===== src/rtl/x86_64_instruction_encoder_top_macros.svh =====
// Assertion macros for the x86-64 instruction encoder.
// Used by the RTL files that carry concurrent checks; no other dependencies.
`ifndef X86_64_INSTRUCTION_ENCODER_TOP_MACROS_SVH
`define X86_64_INSTRUCTION_ENCODER_TOP_MACROS_SVH

`ifndef SYNTHESIS

// Same-cycle implication, disabled while in reset.
`define XIE_ASSERT_IMP(lbl, clk, rst_n, ante, cons, msg) \
  lbl: assert property (@(posedge clk) disable iff (!rst_n) (ante) |-> (cons)) \
    else $error(msg);

// Next-cycle implication, disabled while in reset.
`define XIE_ASSERT_NXT(lbl, clk, rst_n, ante, cons, msg) \
  lbl: assert property (@(posedge clk) disable iff (!rst_n) (ante) |=> (cons)) \
    else $error(msg);

`else

`define XIE_ASSERT_IMP(lbl, clk, rst_n, ante, cons, msg)
`define XIE_ASSERT_NXT(lbl, clk, rst_n, ante, cons, msg)

`endif

`endif


===== src/rtl/xie_pkg.sv =====
// Shared types and constants for the x86-64 instruction encoder.
// No dependencies; imported by the front end, queue and back end.
`timescale 1ns / 1ps
`default_nettype none

package xie_pkg;

  localparam int MAX_BYTES = 10;   // longest encoding: mov imm64
  localparam int CNT_W     = 4;    // holds 0..MAX_BYTES

  // One classified instruction, ready for serialization.
  typedef struct packed {
    logic                        restart;
    logic                        is_label;
    logic [CNT_W-1:0]            count;   // bytes to emit, 0 for unknown forms
    logic [MAX_BYTES-1:0][7:0]   bytes;   // byte 0 goes out first
  } xie_desc_t;

endpackage

`default_nettype wire


===== src/rtl/xie_front.sv =====
// Front end: accepts input transactions and encodes them into byte descriptors.
// Depends on xie_pkg.
`timescale 1ns / 1ps
`default_nettype none

module xie_front
  import xie_pkg::*;
(
  input  wire logic        clk,
  input  wire logic        rst_n,
  input  wire logic        in_tvalid,
  output logic             in_tready,
  input  wire logic [79:0] in_tdata,   // restart, dest_reg[3:0], src_reg[3:0], value[63:0], pad
  input  wire logic [4:0]  in_tuser,   // opcode
  output logic             desc_valid,
  input  wire logic        desc_ready,
  output xie_desc_t        desc
);

  localparam logic [4:0] OP_LABEL    = 5'd0;
  localparam logic [4:0] OP_LEA      = 5'd1;
  localparam logic [4:0] OP_STORE    = 5'd2;
  localparam logic [4:0] OP_JMP_REL  = 5'd3;
  localparam logic [4:0] OP_LOAD     = 5'd4;
  localparam logic [4:0] OP_PUSH     = 5'd5;
  localparam logic [4:0] OP_MOV_RR   = 5'd6;
  localparam logic [4:0] OP_SUB_IMM  = 5'd7;
  localparam logic [4:0] OP_ADD_IMM  = 5'd8;
  localparam logic [4:0] OP_POP      = 5'd9;
  localparam logic [4:0] OP_LEAVE    = 5'd10;
  localparam logic [4:0] OP_RET      = 5'd11;
  localparam logic [4:0] OP_JMP_REG  = 5'd12;
  localparam logic [4:0] OP_JE_REL   = 5'd13;
  localparam logic [4:0] OP_OR_RR    = 5'd14;
  localparam logic [4:0] OP_MOV_IMM  = 5'd15;
  localparam logic [4:0] OP_CALL_REG = 5'd16;

  localparam logic [7:0] BYTE_LEA     = 8'h8D;
  localparam logic [7:0] BYTE_STORE   = 8'h89;
  localparam logic [7:0] BYTE_JMP     = 8'hE9;
  localparam logic [7:0] BYTE_LOAD    = 8'h8B;
  localparam logic [7:0] BYTE_PUSH    = 8'h50;
  localparam logic [7:0] BYTE_ALU_IMM = 8'h81;
  localparam logic [7:0] BYTE_POP     = 8'h58;
  localparam logic [7:0] BYTE_LEAVE   = 8'hC9;
  localparam logic [7:0] BYTE_RET     = 8'hC3;
  localparam logic [7:0] BYTE_GRP5    = 8'hFF;
  localparam logic [7:0] BYTE_JE      = 8'h84;
  localparam logic [7:0] BYTE_MOV_IMM = 8'hB8;
  localparam logic [7:0] BYTE_TWO_OP  = 8'h0F;
  localparam logic [7:0] BYTE_OR      = 8'h0B;
  localparam logic [7:0] REX_BASE     = 8'h40;
  localparam logic [7:0] REX_W        = 8'h48;
  localparam logic [7:0] REX_B        = 8'h41;
  localparam logic [7:0] SIB_NO_INDEX = 8'h24;

  logic        f_valid_r;
  xie_desc_t   f_desc_r;
  xie_desc_t   f_desc_nxt;

  logic        restart;
  logic [3:0]  dst;
  logic [3:0]  src;
  logic [7:0][7:0] val_bytes;

  assign restart   = in_tdata[0];
  assign dst       = in_tdata[4:1];
  assign src       = in_tdata[8:5];
  assign val_bytes = in_tdata[72:9];

  // Encoding: a header of up to four bytes, then a little-endian literal.
  always_comb begin
    logic [3:0][7:0] hdr;
    logic [2:0]      hdr_len;
    logic [3:0]      imm_len;
    logic            rex_form;
    logic            short_form;
    logic [7:0]      opc;
    logic [3:0]      reg_f;
    logic [3:0]      rm_f;
    logic            mem;
    logic            wide;
    logic            label;
    logic [3:0]      kk;
    logic [3:0]      sel;

    hdr        = '0;
    hdr_len    = 3'd0;
    imm_len    = 4'd0;
    rex_form   = 1'b0;
    short_form = 1'b0;
    opc        = 8'h00;
    reg_f      = 4'd0;
    rm_f       = 4'd0;
    mem        = 1'b0;
    wide       = 1'b1;
    label      = 1'b0;
    kk         = 4'd0;
    sel        = 4'd0;

    unique case (in_tuser)
      OP_LABEL:    label = 1'b1;
      OP_LEA: begin
        rex_form = 1'b1; opc = BYTE_LEA; reg_f = dst; rm_f = src; mem = 1'b1; imm_len = 4'd4;
      end
      OP_STORE: begin
        rex_form = 1'b1; opc = BYTE_STORE; reg_f = src; rm_f = dst; mem = 1'b1; imm_len = 4'd4;
      end
      OP_JMP_REL: begin
        hdr[0] = BYTE_JMP; hdr_len = 3'd1; imm_len = 4'd4;
      end
      OP_LOAD: begin
        rex_form = 1'b1; opc = BYTE_LOAD; reg_f = dst; rm_f = src; mem = 1'b1; imm_len = 4'd4;
      end
      OP_PUSH: begin
        short_form = 1'b1; opc = BYTE_PUSH;
      end
      OP_MOV_RR: begin
        rex_form = 1'b1; opc = BYTE_LOAD; reg_f = dst; rm_f = src;
      end
      OP_SUB_IMM: begin
        rex_form = 1'b1; opc = BYTE_ALU_IMM; reg_f = 4'd5; rm_f = dst; imm_len = 4'd4;
      end
      OP_ADD_IMM: begin
        rex_form = 1'b1; opc = BYTE_ALU_IMM; reg_f = 4'd0; rm_f = dst; imm_len = 4'd4;
      end
      OP_POP: begin
        short_form = 1'b1; opc = BYTE_POP;
      end
      OP_LEAVE: begin
        hdr[0] = BYTE_LEAVE; hdr_len = 3'd1;
      end
      OP_RET: begin
        hdr[0] = BYTE_RET; hdr_len = 3'd1;
      end
      OP_JMP_REG: begin
        rex_form = 1'b1; opc = BYTE_GRP5; reg_f = 4'd4; rm_f = dst; wide = 1'b0;
      end
      OP_JE_REL: begin
        hdr[0] = BYTE_TWO_OP; hdr[1] = BYTE_JE; hdr_len = 3'd2; imm_len = 4'd4;
      end
      OP_OR_RR: begin
        rex_form = 1'b1; opc = BYTE_OR; reg_f = dst; rm_f = src;
      end
      OP_MOV_IMM: begin
        hdr[0]  = REX_W | {7'd0, dst[3]};
        hdr[1]  = BYTE_MOV_IMM | {5'd0, dst[2:0]};
        hdr_len = 3'd2;
        imm_len = 4'd8;
      end
      OP_CALL_REG: begin
        rex_form = 1'b1; opc = BYTE_GRP5; reg_f = 4'd2; rm_f = dst; wide = 1'b0;
      end
      default: ;   // unknown form: no bytes, restart still travels
    endcase

    if (rex_form) begin
      hdr[0]  = REX_BASE | {4'd0, wide, reg_f[3], 1'b0, rm_f[3]};
      hdr[1]  = opc;
      hdr[2]  = {(mem ? 2'b10 : 2'b11), reg_f[2:0], rm_f[2:0]};
      hdr[3]  = SIB_NO_INDEX;
      // rsp / r12 as a base needs a SIB byte
      hdr_len = (mem && (rm_f[2:0] == 3'd4)) ? 3'd4 : 3'd3;
    end else if (short_form) begin
      if (dst[3]) begin
        hdr[0]  = REX_B;
        hdr[1]  = opc | {5'd0, dst[2:0]};
        hdr_len = 3'd2;
      end else begin
        hdr[0]  = opc | {5'd0, dst[2:0]};
        hdr_len = 3'd1;
      end
    end

    f_desc_nxt.restart  = restart;
    f_desc_nxt.is_label = label;
    f_desc_nxt.count    = label ? CNT_W'(1) : ({1'b0, hdr_len} + imm_len);
    for (int k = 0; k < MAX_BYTES; k++) begin
      kk  = 4'(k);
      sel = kk - {1'b0, hdr_len};
      if (label) begin
        f_desc_nxt.bytes[k] = 8'h00;
      end else if (kk < {1'b0, hdr_len}) begin
        f_desc_nxt.bytes[k] = hdr[kk[1:0]];
      end else begin
        f_desc_nxt.bytes[k] = val_bytes[sel[2:0]];
      end
    end
  end

  assign in_tready  = !f_valid_r || desc_ready;
  assign desc_valid = f_valid_r;
  assign desc       = f_desc_r;

  always_ff @(posedge clk) begin
    if (!rst_n) begin
      f_valid_r <= 1'b0;
    end else if (in_tready) begin
      f_valid_r <= in_tvalid;
    end
  end

  always_ff @(posedge clk) begin
    if (in_tvalid && in_tready) begin
      f_desc_r <= f_desc_nxt;
    end
  end

endmodule

`default_nettype wire


===== src/rtl/xie_queue.sv =====
// Short descriptor queue between the encoding front end and the byte back end.
// Depends on xie_pkg and the assertion macro header.
`timescale 1ns / 1ps
`default_nettype none
`include "x86_64_instruction_encoder_top_macros.svh"

module xie_queue
  import xie_pkg::*;
#(
  parameter int DEPTH = 2   // 2..16
) (
  input  wire logic      clk,
  input  wire logic      rst_n,
  input  wire logic      wr_valid,
  output logic           wr_ready,
  input  wire xie_desc_t wr_desc,
  output logic           rd_valid,
  input  wire logic      rd_ready,
  output xie_desc_t      rd_desc
);

  localparam int AW = (DEPTH > 1) ? $clog2(DEPTH) : 1;
  localparam int CW = $clog2(DEPTH + 1);
  localparam logic [AW-1:0] LAST_IDX = AW'(DEPTH - 1);
  localparam logic [CW-1:0] FULL_CNT = CW'(DEPTH);

  xie_desc_t      entry_r [DEPTH];
  logic [AW-1:0]  wr_ptr_r;
  logic [AW-1:0]  rd_ptr_r;
  logic [CW-1:0]  cnt_r;
  logic           push;
  logic           pop;

  assign wr_ready = (cnt_r != FULL_CNT);
  assign rd_valid = (cnt_r != '0);
  assign rd_desc  = entry_r[rd_ptr_r];
  assign push     = wr_valid && wr_ready;
  assign pop      = rd_valid && rd_ready;

  always_ff @(posedge clk) begin
    if (!rst_n) begin
      wr_ptr_r <= '0;
      rd_ptr_r <= '0;
      cnt_r    <= '0;
    end else begin
      if (push) begin
        wr_ptr_r <= (wr_ptr_r == LAST_IDX) ? '0 : wr_ptr_r + AW'(1);
      end
      if (pop) begin
        rd_ptr_r <= (rd_ptr_r == LAST_IDX) ? '0 : rd_ptr_r + AW'(1);
      end
      unique case ({push, pop})
        2'b10:   cnt_r <= cnt_r + CW'(1);
        2'b01:   cnt_r <= cnt_r - CW'(1);
        default: cnt_r <= cnt_r;
      endcase
    end
  end

  always_ff @(posedge clk) begin
    if (push) begin
      entry_r[wr_ptr_r] <= wr_desc;
    end
  end

  `XIE_ASSERT_IMP(a_cnt_bound, clk, rst_n, 1'b1, cnt_r <= FULL_CNT, "queue count over depth")
  `XIE_ASSERT_IMP(a_ptr_match, clk, rst_n, (cnt_r == '0) || (cnt_r == FULL_CNT), wr_ptr_r == rd_ptr_r, "queue pointers disagree with count")
  `XIE_ASSERT_NXT(a_cnt_hold, clk, rst_n, push && pop, $stable(cnt_r), "queue count moved on push with pop")

endmodule

`default_nettype wire


===== src/rtl/xie_back.sv =====
// Back end: serializes queued descriptors into byte results and keeps the offset.
// Depends on xie_pkg and the assertion macro header.
`timescale 1ns / 1ps
`default_nettype none
`include "x86_64_instruction_encoder_top_macros.svh"

module xie_back
  import xie_pkg::*;
(
  input  wire logic        clk,
  input  wire logic        rst_n,
  input  wire logic        desc_valid,
  output logic             desc_ready,
  input  wire xie_desc_t   desc,
  output logic             out_tvalid,
  input  wire logic        out_tready,
  output logic [39:0]      out_tdata,   // out_byte[7:0], out_offset[31:0]
  output logic             out_tuser,   // is_label
  output logic             out_tlast    // is_last
);

  logic [CNT_W-1:0] idx_r;
  logic [CNT_W-1:0] idx_nxt;
  logic [31:0]      off_r;
  logic [31:0]      off_nxt;
  logic             out_valid_r;
  logic             out_valid_nxt;
  logic [7:0]       byte_r;
  logic [31:0]      offset_r;
  logic             label_r;
  logic             last_r;

  logic             adv;
  logic             no_bytes;
  logic             load;
  logic             last_one;
  logic [31:0]      cur_off;
  logic [31:0]      cur_off_inc;

  assign adv         = !out_valid_r || out_tready;
  assign no_bytes    = !desc.is_label && (desc.count == '0);
  assign load        = desc_valid && !no_bytes && adv;
  assign last_one    = desc.is_label || (idx_r == desc.count - CNT_W'(1));
  // restart applies once, before the first result of the instruction
  assign cur_off     = ((idx_r == '0) && desc.restart) ? 32'd0 : off_r;
  assign cur_off_inc = cur_off + 32'd1;
  assign desc_ready  = desc_valid && (no_bytes || (adv && last_one));

  always_comb begin
    idx_nxt       = idx_r;
    off_nxt       = off_r;
    out_valid_nxt = out_valid_r && !out_tready;
    if (desc_valid && no_bytes) begin
      off_nxt = cur_off;
      idx_nxt = '0;
    end else if (load) begin
      out_valid_nxt = 1'b1;
      off_nxt       = desc.is_label ? cur_off : cur_off_inc;
      idx_nxt       = last_one ? '0 : idx_r + CNT_W'(1);
    end
  end

  always_ff @(posedge clk) begin
    if (!rst_n) begin
      idx_r       <= '0;
      off_r       <= '0;
      out_valid_r <= 1'b0;
    end else begin
      idx_r       <= idx_nxt;
      off_r       <= off_nxt;
      out_valid_r <= out_valid_nxt;
    end
  end

  always_ff @(posedge clk) begin
    if (load) begin
      byte_r   <= desc.bytes[idx_r];
      offset_r <= cur_off;
      label_r  <= desc.is_label;
      last_r   <= last_one;
    end
  end

  assign out_tvalid = out_valid_r;
  assign out_tdata  = {offset_r, byte_r};
  assign out_tuser  = label_r;
  assign out_tlast  = last_r;

  `XIE_ASSERT_IMP(a_idx_range, clk, rst_n, desc_valid && !no_bytes && !desc.is_label, idx_r < desc.count, "byte index past instruction length")
  `XIE_ASSERT_NXT(a_off_step, clk, rst_n, load && !desc.is_label, off_r == $past(cur_off_inc), "offset did not advance by one byte")
  `XIE_ASSERT_IMP(a_label_last, clk, rst_n, out_valid_r && label_r, last_r && (byte_r == 8'h00), "label marker must be a lone zero result")

endmodule

`default_nettype wire


===== src/rtl/x86_64_instruction_encoder_top.sv =====
// Top level of the x86-64 instruction encoder: front end, queue and back end.
// Depends on xie_pkg, xie_front, xie_queue, xie_back.
//
//   channel | dir | tdata                                       | tuser    | tlast
//   in_     | in  | restart, dest_reg, src_reg, value (80 bits) | opcode   | -
//   out_    | out | out_byte, out_offset (40 bits)              | is_label | is_last
//
// The back end emits one result per cycle from a single byte-wide output register
// while out_tready is high; an instruction of N bytes (1 to 10) gives N results, a
// label one, and an unknown opcode is consumed with no result.
// The front end encodes one transaction per cycle into a one-entry stage; the queue
// between front and back absorbs bursts so input keeps flowing while bytes drain.
// Reset (rst_n low, synchronous) clears the offset, queue and all valid flags.
// A stall on out_tready holds the current result; input stalls only when the
// front stage and the queue are both full.
`timescale 1ns / 1ps
`default_nettype none

module x86_64_instruction_encoder_top
  import xie_pkg::*;
#(
  parameter int QUEUE_DEPTH = 2   // descriptor queue entries, 2..16
) (
  input  wire logic        clk,
  input  wire logic        rst_n,
  // input transactions
  input  wire logic        in_tvalid,
  output logic             in_tready,
  input  wire logic [79:0] in_tdata,   // restart[0], dest_reg[4:1], src_reg[8:5],
                                       // value[72:9], zero pad[79:73]
  input  wire logic [4:0]  in_tuser,   // opcode
  // result transactions
  output logic             out_tvalid,
  input  wire logic        out_tready,
  output logic [39:0]      out_tdata,  // out_byte[7:0], out_offset[39:8]
  output logic             out_tuser,  // is_label
  output logic             out_tlast   // is_last
);

  // front end -> queue
  logic      fq_valid;
  logic      fq_ready;
  xie_desc_t fq_desc;

  // queue -> back end
  logic      qb_valid;
  logic      qb_ready;
  xie_desc_t qb_desc;

  xie_front u_front (
    .clk        (clk),
    .rst_n      (rst_n),
    .in_tvalid  (in_tvalid),
    .in_tready  (in_tready),
    .in_tdata   (in_tdata),
    .in_tuser   (in_tuser),
    .desc_valid (fq_valid),
    .desc_ready (fq_ready),
    .desc       (fq_desc)
  );

  xie_queue #(
    .DEPTH (QUEUE_DEPTH)
  ) u_queue (
    .clk      (clk),
    .rst_n    (rst_n),
    .wr_valid (fq_valid),
    .wr_ready (fq_ready),
    .wr_desc  (fq_desc),
    .rd_valid (qb_valid),
    .rd_ready (qb_ready),
    .rd_desc  (qb_desc)
  );

  // back end keeps the running byte offset and owns the output register
  xie_back u_back (
    .clk        (clk),
    .rst_n      (rst_n),
    .desc_valid (qb_valid),
    .desc_ready (qb_ready),
    .desc       (qb_desc),
    .out_tvalid (out_tvalid),
    .out_tready (out_tready),
    .out_tdata  (out_tdata),
    .out_tuser  (out_tuser),
    .out_tlast  (out_tlast)
  );

endmodule

`default_nettype wire


===== config.mk =====
export PLATFORM = sky130hd
export DESIGN_NAME = x86_64_instruction_encoder_top
export DESIGN_NICKNAME = d
export VERILOG_FILES = /design/src/rtl/xie_pkg.sv /design/src/rtl/xie_front.sv /design/src/rtl/xie_queue.sv /design/src/rtl/xie_back.sv /design/src/rtl/x86_64_instruction_encoder_top.sv
export VERILOG_INCLUDE_DIRS = /design/src /design/src/rtl
export SDC_FILE = /design/constraint.sdc
export NUM_CORES = 1
export LEC_CHECK = 0
export ABC_CLOCK_PERIOD_IN_PS = 6700
export BUFFER_PORTS_ARGS = -buffer_cell sky130_fd_sc_hd__buf_4
export CAP_MARGIN = 20
export CORE_MARGIN = 8
export CORE_UTILIZATION = 45
export CTS_BUF_LIST = sky130_fd_sc_hd__clkbuf_4 sky130_fd_sc_hd__clkbuf_8 sky130_fd_sc_hd__clkbuf_16
export DETAILED_ROUTE_END_ITERATION = 10
export PLACE_DENSITY = 0.63
export SKIP_LAST_GASP = 1
export SYNTH_ARGS = -nofsm -noshare
export SYNTH_HDL_FRONTEND = slang
export SYNTH_SLANG_ARGS = --single-unit
export TNS_END_PERCENT = 50

===== constraint.sdc =====
create_clock -name clk -period 6.7 [get_ports clk]
set_clock_uncertainty 0.15 [all_clocks]
set_input_delay 0.335 -clock clk [delete_from_list [all_inputs] [get_ports clk]]
set_output_delay 0.335 -clock clk [all_outputs]
set_load 0.01 [all_outputs]

==> impl_metrics.ini <==
[run_status]
outcome = finished, final reports clean

[sta]
slew_headroom_pct = 24.66
slew_viol_final = 0
grt_setup_unrepaired = false
period_needed_ns = 4.494
fin_tns_setup_ns = 0
worst_slew_pin_slew_ns = 1.120
hold_viol_final = 0
post-route-period-util_pct = 67.08
max_freq_mhz = 222.5
finalSetupViolCount = 0

[clock_tree]
cts_buffers = 36
cts_resized = 0
clock_sink_count = 343
clockRootBuffer = clkbuf_16
clkLatencyLatePin_ns = 0.52
clockBufferDepth = 3
tritoncts = built
clkSlewWorstSetupHoldPaths_ns = 0.06
cts.htree.levels = 2

[synth]
synth-async-reset-ratio_pct = 0
syn_area_um2 = 16480
synth_area_leaders = edfxtp_1, mux4_2, dfxtp_1
synth-main-ff-cell = edfxtp_1
ys_types = 74
synth_warnings = 0
synth_edf_count = 300
avgSynthCellArea_um2 = 13.26
ys_seq_elements = 343
syn_nets = 1341
seq_area_frac_synth_pct = 59.88
syn-instance-count = 1243
yosys.area.top_type_share_pct = 54.66
synth_top_area_cell = edfxtp_1

[pwr]
power_frac_seq_pct = 46.1
powerDensity_nw_per_um2 = 332.5
comb_power_share_pct = 23.1
irDropWorstVdd_uv = 170.9
clockPowerShare_pct = 30.8
leakagePower_nw = 6.736
swShare_pct = 27.71
intPower_w = 0.004581
power_switching_w = 0.001757

[finish]
final_net_count = 1449
mostFrequentLayoutCells = edfxtp_1, buf_4, nand2_1
fin_cells = 1845
diodes = 0
layout_commonest_cell = edfxtp_1
syn_to_final_growth_pct = 15.66
drive_above_1_share_pct = 22.59

[critical_path]
setup.worst_path.start = in_tuser[1]
start_kind = primary input
crit_slowest_cell = ha_1
r2r-start = u_back.idx_r[0]
cp_max_fo = 34
worst_ep_required_time_ns = 6.74
path_buf_inv = 4
regToRegEndpoint = u_back.off_r[26]
r2r_slack_ns = 2.68
timing_worst_setup_path_type = primary input to register
crit_chain = buf_4, nor2b_1, or3_1, o2111ai_1, a211oi_4, buf_4, nor2_1, buf_4, ha_1, buf_4, mux4_2, mux2i_1, a22oi_1
critPathTopFamily = buffers and inverters
cp_common_cell = buf_4
worstPathArrival_ns = 4.54
rr_worst_depth = 15
worst_path_largest_cell_delay_ns = 0.97
end_kind = register

[placement]
numPortBuffers = 125
routabilityCongestion = 0.8979
dp_cells = 1779
place_hpwl_um = 27210

[worst_hold_path]
min_to = u_back.out_tvalid
hp-start = out_tready
worstHoldPathType = primary input to register
holdPathStages = 3

[die]
initial_core_util_pct = 45.35
die_w_um = 207.4
core_area_um2 = 36350
dieHeight_um = 207.4
die_area_um2 = 43010
rows = 70
ios = 133

[flow_run]
max-cap-violations = 0

[route]
drt-vias-per-instance = 5.728
ant_nets = 0
route.detailed.drc = 0
drt-initial-drc-count = 785
routedWlPerCell_um = 21.38
num_vias = 10570
first_pass_iters = 5
wl_um = 39440

[grt]
antenna_found_initial = 0
grt_max_degree = 73
grt_overflow = 0
gr-usage-all-layers_pct = 18.03
grt_pass1_wl_um = 61840
grt_pass1_vias = 10530
-- state kept, by name (all words and copies together), names as in the netlist, 2 cells and up, named ones only --
register and cells:
u_back.byte_r 8, u_back.idx_r 4, u_back.off_r 32, u_back.offset_r 32, u_front.desc 86, u_queue.cnt_r 2, u_queue.entry_r 172
-- power by group through the flow --
stage | Clock (W) | Sequential, W | Combinational [W]
floorplan | 0 | 0.00291 | 0.000980
global placement | 0 | 0.00296 | 0.00147
detailed placement | 0 | 0.00297 | 0.00148
CTS | 0.00200 | 0.00293 | 0.00149
global route | 0.00208 | 0.00296 | 0.00160
finish | 0.00195 | 0.00292 | 0.00146
-- layer usage --
metal	track usage [%]	wire length, µm	vias to the layer above	part of all wire [%]
li1	-	-	4942	-
met1	25.06	17980	5243	46
met2	28.25	18030	332	46
met3	3.533	2283	51	5.8
met4	5.817	1138	0	2.9
met5	0	0	-	0
-- stage by stage --
step	instance area [µm²]	setup WS (ns)	hold slack [ns]	utilization (%)	power (W)
2_1_floorplan	16480	1.801	0.2715	-	0.003895
5_1_grt	19060	2.043	0.01860	52.45	0.006641
4_1_cts	19060	2.288	0.005024	52.45	0.006418
6_report	19060	2.206	0.02025	52.45	0.006338
3_3_place_gp	17870	1.853	0.2719	49.16	0.004425
3_5_place_dp	17870	1.751	0.2837	49.16	0.004457
-- worst register-to-register path: stages (launching register included) --
cell,delay (ns)
dfxtp_2,0.31
buf_4,0.54
inv_1,0.12
ha_1,0.23
nor3b_1,0.20
nand2_1,0.14
buf_4,0.29
and2_1,0.23
ha_1,0.18
o211a_1,0.13
and4_1,0.33
and4_1,0.37
nand2_1,0.18
nor4_1,0.25
xnor2_1,0.11
and2_1,0.15
-- synthesized netlist by cell type (4+ instances only) --
master    instances
edfxtp_1        300
nand2_1         136
nor2_1           75
mux4_2           71
mux2i_1          70
a21oi_1          64
and2_1           64
clkbuf_1         61
dfxtp_1          43
o21ai_0          40
xnor2_1          26
and3_1           20
nor3_1           18
o21a_1           17
xor2_1           15
inv_1            14
nand3_1          14
a22oi_1          13
nor2b_1          13
a211oi_1         11
buf_1            11
nand2b_1         11
mux2_2           10
nand4_1          10
ha_1              9
a22o_1            6
o22ai_1           6
or2_2             6
or3_1             5
a221o_1           4
o211a_1           4
-- worst max-delay path by stage --
stage / to / slack [ns] / cells after the start
3_3_place_gp: u_front.desc[7] / 1.85 / 13
6_report: u_front.desc[7] / 2.21 / 13
5_1_grt: u_front.desc[7] / 2.04 / 13
3_5_place_dp: u_front.desc[7] / 1.75 / 13
4_1_cts: u_front.desc[7] / 2.29 / 13
2_1_floorplan: u_queue.entry_r[0][0] / 1.80 / 3
-- logic make-up after synthesis --
| group | share of synthesized area, % |
|---|---|
| AND/OR/NAND/NOR | 11.71 |
| buffers and inverters | 2.346 |
| flip-flops | 59.88 |
| adder cells (fa/ha/maj) | 0.6832 |
| XOR/XNOR | 2.277 |
| multiplexers | 14.64 |
| AO/OA/AOI/OAI | 8.472 |
-- area by class of cell --
cell class | count | area, µm²
multi-input cells | 804 | 6241
repair buffers | 148 | 1116
clock buffers | 49 | 1016
clock inverters | 15 | 157.7
flip-flops and latches | 343 | 9874
fillers | 3066 | 17280
inverters | 18 | 72.57
well taps | 468 | 585.6
-- timing repair --
action / in CTS / in global routing
endpoints found under the hold margin: 2 / 0
setup buffers: 0 / 0
hold buffers: 2 / 0
Note: power is estimated with default switching activity, not from simulation.
